==> src/rtl/tsepoch_pkg.sv <==
// ----------------------------------------------------------------------------
// tsepoch_pkg
// Types, constants and calendar tables shared by the timestamp-to-epoch block.
// ----------------------------------------------------------------------------
package tsepoch_pkg;

  // Text parsing
  localparam int unsigned NumFields       = 7;
  localparam int unsigned MaxDigits       = 4;
  localparam int unsigned FieldW          = 14;
  localparam int unsigned FieldIdxW       = 3;
  localparam int unsigned DigitCntW       = 3;
  localparam int unsigned CharW           = 8;
  localparam int unsigned DefaultMaxChars = 23;

  // Field positions
  localparam int unsigned FldYear   = 0;
  localparam int unsigned FldMonth  = 1;
  localparam int unsigned FldDay    = 2;
  localparam int unsigned FldHour   = 3;
  localparam int unsigned FldMinute = 4;
  localparam int unsigned FldSecond = 5;
  localparam int unsigned FldMilli  = 6;

  // Date arithmetic
  localparam int unsigned EpochW      = 53;
  localparam int unsigned DaysW       = 24;
  localparam int unsigned MulConstW   = 27;
  localparam int unsigned YearBias    = 400;      // keeps the shifted year positive
  localparam int unsigned DaysPerYear = 365;
  // 719468 days to the epoch plus one 400-year cycle (146097) for the bias
  localparam int unsigned DaysOffset  = 865565;
  // floor(q / 25) == (q * 1311) >> 15 for every q below 2600
  localparam int unsigned Recip25      = 1311;
  localparam int unsigned Recip25Shift = 15;
  localparam int unsigned Cent100W     = 8;

  localparam logic [MulConstW-1:0] MsPerDay  = MulConstW'(86400000);
  localparam logic [MulConstW-1:0] MsPerHour = MulConstW'(3600000);
  localparam logic [MulConstW-1:0] MsPerMin  = MulConstW'(60000);
  localparam logic [MulConstW-1:0] MsPerSec  = MulConstW'(1000);

  // Multiply-accumulate term selection
  typedef enum logic [1:0] {
    TERM_DAYS = 2'd0,
    TERM_HOUR = 2'd1,
    TERM_MIN  = 2'd2,
    TERM_SEC  = 2'd3
  } term_e;

  // Commands from the controller to the datapath
  typedef struct packed {
    logic  parse;     // a character beat is taken
    logic  prep;      // shifted year and day-of-year
    logic  div;       // century count
    logic  days;      // day number, accumulator seeded with milliseconds
    logic  mac;       // one multiply-accumulate term
    term_e term;      // which term
    logic  load_out;  // result into output register, parse state cleared
  } cmd_t;

  // Days before the first of a month, with the year starting in March
  function automatic logic [8:0] days_before_month(input logic [3:0] month);
    logic [8:0] d;
    unique case (month)
      4'd3:    d = 9'd0;
      4'd4:    d = 9'd31;
      4'd5:    d = 9'd61;
      4'd6:    d = 9'd92;
      4'd7:    d = 9'd122;
      4'd8:    d = 9'd153;
      4'd9:    d = 9'd184;
      4'd10:   d = 9'd214;
      4'd11:   d = 9'd245;
      4'd12:   d = 9'd275;
      4'd1:    d = 9'd306;
      4'd2:    d = 9'd337;
      default: d = 9'd0;
    endcase
    return d;
  endfunction

endpackage

==> src/rtl/tsepoch_ctrl.sv <==
// ----------------------------------------------------------------------------
// tsepoch_ctrl
// Controller: takes character beats, then steps the datapath through the
// date arithmetic and hands the result to the output register.
// ----------------------------------------------------------------------------
module tsepoch_ctrl (
  input  logic               clk_i,
  input  logic               rst_ni,
  input  logic               in_valid_i,
  input  logic               in_last_i,
  output logic               in_ready_o,
  output logic               out_valid_o,
  input  logic               out_ready_i,
  output tsepoch_pkg::cmd_t  cmd_o
);
  import tsepoch_pkg::*;

  typedef enum logic [2:0] {
    ST_PARSE,
    ST_PREP,
    ST_DIV,
    ST_DAYS,
    ST_MAC,
    ST_DONE
  } state_e;

  state_e      state_q;
  logic [1:0]  term_q;
  logic        out_valid_q;

  // Command decode
  always_comb begin
    cmd_o          = '0;
    cmd_o.parse    = in_valid_i && (state_q == ST_PARSE);
    cmd_o.prep     = (state_q == ST_PREP);
    cmd_o.div      = (state_q == ST_DIV);
    cmd_o.days     = (state_q == ST_DAYS);
    cmd_o.mac      = (state_q == ST_MAC);
    cmd_o.term     = term_e'(term_q);
    cmd_o.load_out = (state_q == ST_DONE) && (!out_valid_q || out_ready_i);
  end

  assign in_ready_o  = (state_q == ST_PARSE);
  assign out_valid_o = out_valid_q;

  // State and output valid
  always_ff @(posedge clk_i or negedge rst_ni) begin
    if (!rst_ni) begin
      state_q     <= ST_PARSE;
      term_q      <= 2'd0;
      out_valid_q <= 1'b0;
    end else begin
      // Result valid: set when the output register loads, cleared once taken
      if (cmd_o.load_out) begin
        out_valid_q <= 1'b1;
      end else if (out_ready_i) begin
        out_valid_q <= 1'b0;
      end
      unique case (state_q)
        ST_PARSE: begin
          if (in_valid_i && in_last_i) begin
            state_q <= ST_PREP;
          end
        end
        ST_PREP: state_q <= ST_DIV;
        ST_DIV:  state_q <= ST_DAYS;
        ST_DAYS: begin
          term_q  <= 2'd0;
          state_q <= ST_MAC;
        end
        ST_MAC: begin
          term_q <= term_q + 2'd1;
          if (term_q == 2'd3) begin
            state_q <= ST_DONE;
          end
        end
        ST_DONE: begin
          if (!out_valid_q || out_ready_i) begin
            state_q <= ST_PARSE;
          end
        end
        default: state_q <= ST_PARSE;
      endcase
    end
  end

`ifndef SYNTHESIS
  // A final character stops the input until the result has been built
  a_last_stops_input: assert property (@(posedge clk_i) disable iff (!rst_ni)
    (cmd_o.parse && in_last_i) |=> !in_ready_o)
    else $error("input still ready after final character");

  // A new result only appears from the completion state
  a_valid_from_done: assert property (@(posedge clk_i) disable iff (!rst_ni)
    $rose(out_valid_q) |-> $past(state_q == ST_DONE))
    else $error("result valid raised outside completion");

  // A waiting result is never overwritten
  a_no_overwrite: assert property (@(posedge clk_i) disable iff (!rst_ni)
    (out_valid_q && !out_ready_i) |-> !cmd_o.load_out)
    else $error("output register loaded over a waiting result");
`endif

endmodule

==> src/rtl/tsepoch_dpath.sv <==
// ----------------------------------------------------------------------------
// tsepoch_dpath
// Datapath: field parser, day-number arithmetic and a shared
// multiply-accumulate unit building the millisecond count.
// ----------------------------------------------------------------------------
module tsepoch_dpath #(
  parameter int unsigned MaxChars = tsepoch_pkg::DefaultMaxChars
) (
  input  logic                            clk_i,
  input  logic                            rst_ni,
  input  tsepoch_pkg::cmd_t               cmd_i,
  input  logic [tsepoch_pkg::CharW-1:0]   char_i,
  input  logic                            last_i,
  output logic [tsepoch_pkg::EpochW-1:0]  epoch_o,
  output logic                            err_o
);
  import tsepoch_pkg::*;

  localparam int unsigned CntW = $clog2(MaxChars + 1);
  localparam logic [CntW-1:0] MaxCnt = CntW'(MaxChars);
  localparam int unsigned MulAW = DaysW + 1;
  localparam int unsigned MulBW = MulConstW + 1;
  localparam int unsigned ProdW = MulAW + MulBW;
  localparam int unsigned QuartW = FieldW - 2;
  localparam int unsigned RecipPW = QuartW + 11;

  // Parse state
  logic [FieldIdxW-1:0] fi_q;
  logic [CntW-1:0]      cc_q;
  logic [FieldW-1:0]    acc_q;
  logic [DigitCntW-1:0] dc_q;
  logic                 err_q;
  logic [FieldW-1:0]    fv_q [NumFields];
  logic [FieldW-1:0]    fv_d [NumFields];

  // Arithmetic registers
  logic [FieldW-1:0]    y_q;
  logic [DaysW-1:0]     doy_q;
  logic [Cent100W-1:0]  c100_q;
  logic [DaysW-1:0]     days_q;
  logic [EpochW-1:0]    sum_q;
  logic [EpochW-1:0]    out_epoch_q;
  logic                 out_err_q;

  // Per-character update
  logic                 is_digit, take, fi_open, close1, fi1_open;
  logic [FieldW-1:0]    acc1;
  logic [DigitCntW-1:0] dc1;
  logic [FieldIdxW-1:0] fi1, fi2;
  logic                 err1;

  always_comb begin
    is_digit = (char_i >= 8'h30) && (char_i <= 8'h39);
    take     = (cc_q < MaxCnt);
    fi_open  = (fi_q < FieldIdxW'(NumFields));
    acc1     = acc_q;
    dc1      = dc_q;
    fi1      = fi_q;
    err1     = err_q;
    close1   = 1'b0;
    if (take) begin
      if (is_digit) begin
        if (fi_open) begin
          if (dc_q >= DigitCntW'(MaxDigits)) begin
            err1 = 1'b1;
          end else begin
            acc1 = FieldW'(acc_q * FieldW'(10)) + FieldW'(char_i[3:0]);
            dc1  = dc_q + DigitCntW'(1);
          end
        end
      end else begin
        close1 = 1'b1;
        acc1   = '0;
        dc1    = '0;
        if (fi_open) begin
          fi1 = fi_q + FieldIdxW'(1);
        end
      end
    end
    fi1_open = (fi1 < FieldIdxW'(NumFields));
    fi2      = (last_i && fi1_open) ? fi1 + FieldIdxW'(1) : fi1;
    // Closing on a separator, then once more at the end of the text
    for (int k = 0; k < NumFields; k++) begin
      fv_d[k] = fv_q[k];
      if (close1 && fi_open && (fi_q == FieldIdxW'(k))) begin
        fv_d[k] = acc_q;
      end
      if (last_i && fi1_open && (fi1 == FieldIdxW'(k))) begin
        fv_d[k] = acc1;
      end
    end
  end

  // Parse registers
  always_ff @(posedge clk_i or negedge rst_ni) begin
    if (!rst_ni) begin
      fi_q  <= '0;
      cc_q  <= '0;
      acc_q <= '0;
      dc_q  <= '0;
      err_q <= 1'b0;
      for (int k = 0; k < NumFields; k++) begin
        fv_q[k] <= '0;
      end
    end else if (cmd_i.load_out) begin
      err_q <= 1'b0;
      for (int k = 0; k < NumFields; k++) begin
        fv_q[k] <= '0;
      end
    end else if (cmd_i.parse) begin
      err_q <= err1;
      for (int k = 0; k < NumFields; k++) begin
        fv_q[k] <= fv_d[k];
      end
      if (last_i) begin
        fi_q  <= '0;
        cc_q  <= '0;
        acc_q <= '0;
        dc_q  <= '0;
      end else begin
        fi_q  <= fi2;
        cc_q  <= take ? cc_q + CntW'(1) : cc_q;
        acc_q <= acc1;
        dc_q  <= dc1;
      end
    end
  end

  // Calendar terms
  logic                  early;
  logic [FieldW-1:0]     y_d;
  logic [DaysW-1:0]      doy_d;
  logic [QuartW-1:0]     quart;
  logic [RecipPW-1:0]    recip_p;
  logic [DaysW-1:0]      days_d;
  logic                  fmt_err;

  always_comb begin
    early   = (fv_q[FldMonth] <= FieldW'(2));
    y_d     = fv_q[FldYear] + FieldW'(YearBias) - FieldW'(early);
    doy_d   = DaysW'(days_before_month(fv_q[FldMonth][3:0]))
            + DaysW'(fv_q[FldDay]) - DaysW'(1);
    quart   = y_q[FieldW-1:2];
    recip_p = RecipPW'(quart) * RecipPW'(Recip25);
    days_d  = DaysW'(DaysW'(y_q) * DaysW'(DaysPerYear)) + DaysW'(quart)
            - DaysW'(c100_q) + DaysW'(c100_q[Cent100W-1:2]) + doy_q
            - DaysW'(DaysOffset);
    fmt_err = err_q || (fv_q[FldMonth] == '0) || (fv_q[FldMonth] > FieldW'(12));
  end

  // Shared multiplier: one term of the millisecond sum per step
  logic signed [MulAW-1:0] mul_a;
  logic signed [MulBW-1:0] mul_b;
  logic signed [ProdW-1:0] mul_p;

  always_comb begin
    unique case (cmd_i.term)
      TERM_DAYS: begin
        mul_a = $signed({days_q[DaysW-1], days_q});
        mul_b = $signed({1'b0, MsPerDay});
      end
      TERM_HOUR: begin
        mul_a = $signed(MulAW'(fv_q[FldHour]));
        mul_b = $signed({1'b0, MsPerHour});
      end
      TERM_MIN: begin
        mul_a = $signed(MulAW'(fv_q[FldMinute]));
        mul_b = $signed({1'b0, MsPerMin});
      end
      TERM_SEC: begin
        mul_a = $signed(MulAW'(fv_q[FldSecond]));
        mul_b = $signed({1'b0, MsPerSec});
      end
      default: begin
        mul_a = '0;
        mul_b = '0;
      end
    endcase
    mul_p = mul_a * mul_b;
  end

  // Arithmetic steps
  always_ff @(posedge clk_i) begin
    if (cmd_i.prep) begin
      y_q   <= y_d;
      doy_q <= doy_d;
    end
    if (cmd_i.div) begin
      c100_q <= recip_p[RecipPW-1:Recip25Shift];
    end
    if (cmd_i.days) begin
      days_q <= days_d;
      sum_q  <= EpochW'(fv_q[FldMilli]);
    end
    if (cmd_i.mac) begin
      sum_q <= sum_q + EpochW'(mul_p);
    end
    if (cmd_i.load_out) begin
      out_epoch_q <= fmt_err ? '0 : sum_q;
      out_err_q   <= fmt_err;
    end
  end

  assign epoch_o = out_epoch_q;
  assign err_o   = out_err_q;

`ifndef SYNTHESIS
  a_cc_bound: assert property (@(posedge clk_i) disable iff (!rst_ni)
    cc_q <= MaxCnt)
    else $error("character count beyond limit");

  a_dc_bound: assert property (@(posedge clk_i) disable iff (!rst_ni)
    dc_q <= DigitCntW'(MaxDigits))
    else $error("digit count beyond four");

  // An erroneous timestamp is reported with a zero count
  a_err_zero: assert property (@(posedge clk_i) disable iff (!rst_ni)
    $past(cmd_i.load_out) && out_err_q |-> (out_epoch_q == '0))
    else $error("format error with non-zero result");
`endif

endmodule

==> src/rtl/timestamp_text_to_epoch_ms_top.sv <==
// Characters are taken one beat per cycle while a timestamp is being parsed.
// After the final character the result is built in these steps: prepare,
// century count, day number, four multiply-accumulate steps on one shared
// multiplier, then the output register; no input is taken in that time.
// Reset (rst_ni, asynchronous, active low) clears all parse state and fields.
// ----------------------------------------------------------------------------
// timestamp_text_to_epoch_ms_top
// Parses "YYYY-MM-DD HH:MM:SS.mmm" text and returns signed milliseconds since
// 1970-01-01 in the proleptic Gregorian calendar, with a format error flag.
// ----------------------------------------------------------------------------
module timestamp_text_to_epoch_ms_top #(
  parameter int unsigned MaxChars = tsepoch_pkg::DefaultMaxChars
) (
  input  logic        clk_i,
  input  logic        rst_ni,
  input  logic        s_axis_tvalid,
  output logic        s_axis_tready,
  input  logic [7:0]  s_axis_tdata,   // [7:0] char_in
  input  logic        s_axis_tlast,   // last_char
  output logic        m_axis_tvalid,
  input  logic        m_axis_tready,
  output logic [55:0] m_axis_tdata,   // [52:0] epoch_ms, [55:53] zero
  output logic        m_axis_tuser    // [0] format_error
);
  import tsepoch_pkg::*;

  cmd_t              cmd;
  logic [EpochW-1:0] epoch;
  logic              fmt_err;

  tsepoch_ctrl u_ctrl (
    .clk_i       (clk_i),
    .rst_ni      (rst_ni),
    .in_valid_i  (s_axis_tvalid),
    .in_last_i   (s_axis_tlast),
    .in_ready_o  (s_axis_tready),
    .out_valid_o (m_axis_tvalid),
    .out_ready_i (m_axis_tready),
    .cmd_o       (cmd)
  );

  tsepoch_dpath #(
    .MaxChars (MaxChars)
  ) u_dpath (
    .clk_i   (clk_i),
    .rst_ni  (rst_ni),
    .cmd_i   (cmd),
    .char_i  (s_axis_tdata),
    .last_i  (s_axis_tlast),
    .epoch_o (epoch),
    .err_o   (fmt_err)
  );

  assign m_axis_tdata = {3'b000, epoch};
  assign m_axis_tuser = fmt_err;

endmodule
==> config.mk <==
export PLATFORM = sky130hd
export DESIGN_NAME = timestamp_text_to_epoch_ms_top
export DESIGN_NICKNAME = d
export VERILOG_FILES = /design/src/rtl/tsepoch_pkg.sv /design/src/rtl/tsepoch_ctrl.sv /design/src/rtl/tsepoch_dpath.sv /design/src/rtl/timestamp_text_to_epoch_ms_top.sv
export SDC_FILE = /design/constraint.sdc
export NUM_CORES = 2
export LEC_CHECK = 0
export CAP_MARGIN = 20
export CORE_MARGIN = 5
export CORE_UTILIZATION = 41
export DETAILED_ROUTE_END_ITERATION = 16
export DONT_BUFFER_PORTS = 1
export SLEW_MARGIN = 20
export SYNTH_ARGS = -nofsm -noshare
export SYNTH_HDL_FRONTEND = slang
export SYNTH_SLANG_ARGS = --single-unit
export TNS_END_PERCENT = 30
==> constraint.sdc <==
create_clock -name clk_i -period 7.2 [get_ports clk_i]
set_input_delay 0.72 -clock clk_i [delete_from_list [all_inputs] [get_ports clk_i]]
set_output_delay 0.72 -clock clk_i [all_outputs]
set_load 0.02 [all_outputs]
### Yosys cells after proc, flatten, opt, wreduce, memory -nomap -nowiden

Memories as Yosys holds them, arrays and structs flattened.
Cells that the tools add are included.

* bits in registers: 307
* ROM bits: 144
* memories kept: 1

Memories
* (no name shown): depth 16, width 9, read ports 1, clocked after memory_dff 0, write ports 0, RTL line tsepoch_pkg.sv:65 `unique case (month)`

* add/sub/neg operators: 16
* multiply operators: 4
* order comparisons: 8
* equality and inequality tests: 25
* muxes and demuxes: 52
* bitwise gates (word level): 1
* reductions and logical operators: 56

Operator list (number)
* 14-bit two-way mux: 19
* 98-bit two-way mux: 2
* 28-bit case mux with 4 select lines: 1
* 53-bit two-way mux: 2
* 25-bit case mux with 4 select lines: 1
* 53-bit adder: 1
* 25-bit by 28-bit multiplier with 53-bit output: 1
* 3-bit two-way mux: 13
* 23-bit by 12-bit adder with 24-bit output: 1
* 24-bit adder: 1
* 24-bit by 6-bit adder with 24-bit output: 1
* 3-bit == test, second input constant: 8
* 24-bit by 1-bit subtractor with 24-bit output, second input constant: 1
* 24-bit by 20-bit subtractor with 24-bit output, second input constant: 1
* 24-bit by 8-bit subtractor with 24-bit output: 1
* 12-bit by 11-bit multiplier with 23-bit output, second input constant: 1
* 14-bit by 9-bit multiplier with 23-bit output, second input constant: 1
* 3-bit nonzero test: 7
* 1-bit logical AND: 20
* 3-bit by 2-bit == test with 1-bit output, second input constant: 6
* 3-bit case mux with 6 select lines: 1
* 2-bit AND reduction: 8
* 2-bit nonzero test: 8
* 9-bit by 14-bit adder with 15-bit output: 1
* other kinds (31): 55

### Logic depth before layout (Yosys ltp)

* depth in word-level cells: 10
* mapped depth: 34

### By module

A second synthesis with hierarchy kept.

* cells, all modules: 3845
* area total of the unflattened synthesis: 38769.7 µm²

Modules (own cells, without submodules)
* tsepoch_dpath: instances 1, cells an instance 3805, area an instance 38381.8 µm², seq. area each 8177.8 µm²
* tsepoch_ctrl: instances 1, cells an instance 36, area an instance 361.6 µm², seq. area each 150.1 µm²
* timestamp_text_to_epoch_ms_top: instances 1, cells an instance 4, area an instance 26.3 µm², seq. area each 0.0 µm²

### Least setup slack after synthesis

Ideal clock, no wire load.

* kind: reg2reg
* start: register u_ctrl.term_q[0]
* end: register u_dpath.sum_q[51], data pin
* arrival time: 7.646 ns
* required time: 6.940 ns
* setup slack: -0.706 ns
* stages on the path, launching flop included: 30
* period minus slack after synthesis: 7.906 ns
* cells stage by stage: dfrtp_1 > inv_1 > ha_1 > clkbuf_1 > a222oi_1 > nor2_1 > nor2_1 > nor2b_1 > fa_1 > inv_1 > fa_1 > fa_1 > fa_1 > inv_1 > fa_1 > fa_1 > inv_1 > fa_1 > inv_1 > ha_1 > and4_1 > and3_1 > a31oi_1 > nand3b_1 > o211ai_2 > o221ai_2 > o41ai_2 > o21a_1 > o21ai_1 > mux2i_1

* word-level cells in the longest chain between the ends: 5

Ends and longest elaborated chain
* from (decl): RTL line tsepoch_ctrl.sv:28 `logic [1:0] term_q;`
* from (signal assigned): RTL line tsepoch_ctrl.sv:72 `term_q <= term_q + 2'd1;`
* 2-bit == test, or another cell as far along: RTL line tsepoch_dpath.sv:157 `unique case (cmd_i.term)`
* 25-bit case mux with 4 select lines or 28-bit case mux with 4 select lines (tied branches): RTL line tsepoch_dpath.sv:157
* 25-bit by 28-bit multiplier with 53-bit output (*): RTL line tsepoch_dpath.sv:179 `mul_p = mul_a * mul_b;`
* 53-bit adder (*): RTL line tsepoch_dpath.sv:196 `sum_q <= sum_q + EpochW'(mul_p);`
* 53-bit two-way mux (*): RTL line tsepoch_dpath.sv:195 `if (cmd_i.mac) begin`
* to (signal assigned): RTL line tsepoch_dpath.sv:193 `sum_q <= EpochW'(fv_q[FldMilli]);`
* to (signal assigned): RTL line tsepoch_dpath.sv:196
* to (decl): RTL line tsepoch_dpath.sv:41 `logic [EpochW-1:0] sum_q;`

Mark *: on every way between the ends. The rest lies on a longest branch, timed or not. The select of a mux whose other input is x is not followed.
A chain may end at the register's enable or synchronous reset.

### Final worst setup path

* start: register u_ctrl.term_q[1]
* end: register u_dpath.sum_q[47], data pin

Same word-level chain as after synthesis.

==> implementation parameters <==
Parameter                              Value

Placed design
  Last weighted congestion value of the routability-driven placer    0.936
  Minimum setup slack after placement    -1050 ps
  Final HPWL DP    between 80000 and 90000 µm
  Number of buffers added on ports    0

Worst setup path
  Worst R2R Path Depth    32
  Data required time of the worst path    7550 ps
  Worst setup EP type    flip-flop
  Crit-path max cell delay    540 ps
  Number of logic stages on the critical path including buffering    32
  CP delay by family, top    adder cells
  Critical path peak fanout    12
  Total buffers and inverters traversed by the critical path    10
  Element type at the critical path start    flip-flop
  Worst path arrival time    8330 ps
  Critical Setup Path Class    flip-flop to flip-flop
  Most Frequent Cell on Critical Path    fa_1
  Highest-delay cell along the critical path    fa_1

Synth
  Share of synthesized registers carrying an async set or reset    approximately 42%
  Share of synthesized area occupied by flip-flops and latches    22.0%
  Synthesized instance count    between 3000 and 4000
  Cell Area, Synth    38800 µm²
  Synth Register Bits    306
  Number of enable-type register cells in the synthesized netlist    between 150 and 200
  Synthesized area per cell    10.0 µm²
  Number of different library cells in the post-synthesis netlist    87
  Count of warnings emitted by yosys    0
  Adder and majority gate portion of the synthesized area    44.9%
  Parity-gate share of the synthesized area counting xor and xnor cells    between 2 and 3%
  Mux share of post-synthesis cell area    1.76%
  Leading register cell type out of synthesis    edfxtp_1
  Largest family of logic cells by synthesized area    adder cells
  Compound-Gate Fraction of Synth Area    9.00%
  Synth Area in Simple Gates    9.76%

Floorplan
  Chip height    318 µm
  Cell Rows    112
  Horiz. Die Dim    318 µm
  Effective utilization at floorplan    41.5%
  Area of the die    101000 µm²
  Area of the core    93600 µm²
  I/O pin total    72

STA
  Final worst path period share    111%
  Hold slack final    -11.0 ps
  Final-report setup violation count    24
  Unrepaired setup endpoints after global routing    yes
  Setup TNS after final layout    -10480 ps
  Least-Margin Pin Slew    1110 ps
  Top achievable clock speed    roughly 0.13 GHz
  Pins over their slew limit    0
  Worst-case headroom to the max-slew limit    between 20% and 30%
  Crit path time final    7980 ps
  Worst clock skew    39.4 ps
  Worst setup slack after layout    -782 ps
  Final count of hold timing violations    2

GRT
  Initial antenna violation count    2
  GRT Overall Usage    a little over a fifth
  First-pass GRT wire length    169000 µm
  Busiest metal layer after global routing    met2
  Met3 usage in global routing    3.06%
  Maximum number of pins on one net before global-route repair    131
  GR met1 Demand/Resource    a little under a third
  Congestion Overflow GR    0
  GRT met2 Usage    between 30% and 40%
  Number of global-route vias before repair    29400

Final layout
  Number of nets in the layout    5325
  Area delta synth->final    17.6%
  Fraction of layout cells with a size suffix above 1    16.4%
  Commonest non-fill, non-tap cells in the layout    inv_1 (858), fa_1 (526), ha_1 (506), buf_4 (407), nor2_1 (221)
  Most common library cell in the layout ignoring fill and taps    inv_1

Routing
  Post-route ant nets    0
  Total wire length after detailed routing    107000 µm
  Drt drc    0
  Number of vias per cell after detailed routing    about 5.0
  Wire per inst    19.4 µm
  Number of vias in the routed layout    27900
  Pre-Repair DR Iteration Count    6
  Number of DRC markers after the initial detailed-route iteration    2276

Clock tree
  Clk pin slew, worst setup/hold paths    60 ps
  Num CTS Buffers    40
  CTS tree    done
  Buffer levels on the longest clock path    3
  Clk sink count    roughly 310
  Worst-Skew Late Latency    around 620 ps
  CTS H-Tree Depth    2
  Root Driver    clkbuf_16

Outcome
  Status    complete, but fails checks
  Violated checks    negative hold slack, negative setup slack

Min path
  Worst min-delay path class    input pin to async pin

Run
  Max_cap viols    0
==> cell type report <==
class	instances	area (µm²)
Fill cell	8722	47900
Multi-Input combinational cell	2592	27400
Sequential cell	306	8540
Timing Repair Buffer	427	3330
Inverter	876	3290
Tap cell	1254	1570
Clock buffer	53	1150
Clock inverter	21	358
Antenna cell	1	2.50
==> cells by family after synthesis <==
logic type	count (synthesis)
and+or+nand+nor	795
other	2
muxes	68
buffers and inverters	1011
DFF	306
adders and majority gates	1069
xor gates and xnor gates	118
AOI/OAI and AO/OA	515
==> cells in the mapped netlist, types with 6 or more instances <==
library cell    n  area, µm²
a211oi_1       63        473
a21o_1         53        398
a21oi_1       120        601
a21oi_2         7       61.3
a222oi_1       12        120
a22o_1         17        149
a31oi_1        40        250
and2_1         86        538
and3_1         31        194
buf_1          13       48.8
buf_2          20        100
clkbuf_1       98        368
dfrtp_1       130       3250
edfxtp_1      176       5290
fa_1          543      10900
ha_1          526       6580
inv_1         874       3280
mux2i_1        65        651
nand2_1       222        833
nand2b_1       20        125
nand3_1        36        180
nand3b_1        6       45.0
nand4_1        11       68.8
nor2_1        246        923
nor2b_1        37        231
nor3_1         40        200
nor3b_1         9       67.6
nor4_1          7       43.8
o211ai_1        7       52.6
o21a_1         16        120
o21ai_0        49        245
o21ai_1        33        165
o21bai_1       18        135
o31ai_1        15        113
o41ai_1         9       78.8
or2_2          10       62.6
or3_1           8       50.1
xnor2_1        74        648
xor2_1         43        377
==> worst register-to-register path: cells and delay by family, from the launching register on <==
family          cells  cell delay, ps
fa+ha+maj           9            3870
xor+xnor            1             150
compound gates      6            1470
simple gates        6             670
flops               1             430
buf+inv            10            1170
==> repair_timing <==
action | 4_1_cts | 5_1_grt
endpoints found under the setup margin | 33 | 35
hold endpoints to repair | 130 | 0
resized for setup | 112 | 70
pin swaps | 58 | 61
buffers inserted | 29 | 7
hold buffers | 1 | 0
==> state kept, by name (all words and copies together) (netlist names) <==
register	cells
u_ctrl.out_valid_o	1
u_dpath.days_q	24
u_dpath.sum_q	53
u_dpath.err_q	1
u_dpath.c100_q	8
u_dpath.fv_q	98
u_dpath.acc_q	14
u_dpath.doy_q	23
u_dpath.epoch_o	53
u_dpath.fi_q	3
u_ctrl.term_q	2
u_dpath.dc_q	3
u_ctrl.state_q	3
u_dpath.cc_q	5
u_dpath.y_q	14
u_dpath.err_o	1
==> through the flow <==
stage / cells / utilization (%) / instance area (µm²) / hold slack (ps)
after global routing: 5529 / 48.8 / 45700 / 80.2
final: 5530 / 48.8 / 45700 / -11.0
after detailed placement: 5418 / 46.0 / 43100 / 436
after CTS: 5522 / 48.4 / 45300 / 66.9
after global placement: 5418 / 46.0 / 43100 / 436
after floorplan: 3909 / - / 39100 / 424
==> layer usage <==
layer	wire, µm	vias up	share of wire (%)
li1	-	13200	-
met1	49200	13800	46
met2	48900	736	46
met3	6280	133	5.9
met4	2760	0	2.6
met5	0	-	0
==> worst paths after layout <==
check	slack, ps	from	end
setup / recovery	-780	u_ctrl.term_q[1]$_DFFE_PN0N_	u_dpath.sum_q[47]$_SDFFCE_PN0N_
hold / removal	-10	rst_ni	u_dpath.fv_q[57]$_DFFE_PN0P_
setup reg to reg	-780	u_ctrl.term_q[1]$_DFFE_PN0N_	u_dpath.sum_q[47]$_SDFFCE_PN0N_
hold reg to reg	490	u_dpath.fv_q[59]$_DFFE_PN0P_	u_dpath.fv_q[59]$_DFFE_PN0P_
max in group asynchronous	6440	rst_ni	u_ctrl.term_q[0]$_DFFE_PN0N_
min in group clk_i	200	s_axis_tlast	u_dpath.cc_q[4]$_DFFE_PN0P_
Power is not shown: default switching activity piles up to over one toggle a cycle in this logic, so the estimate is an artifact.
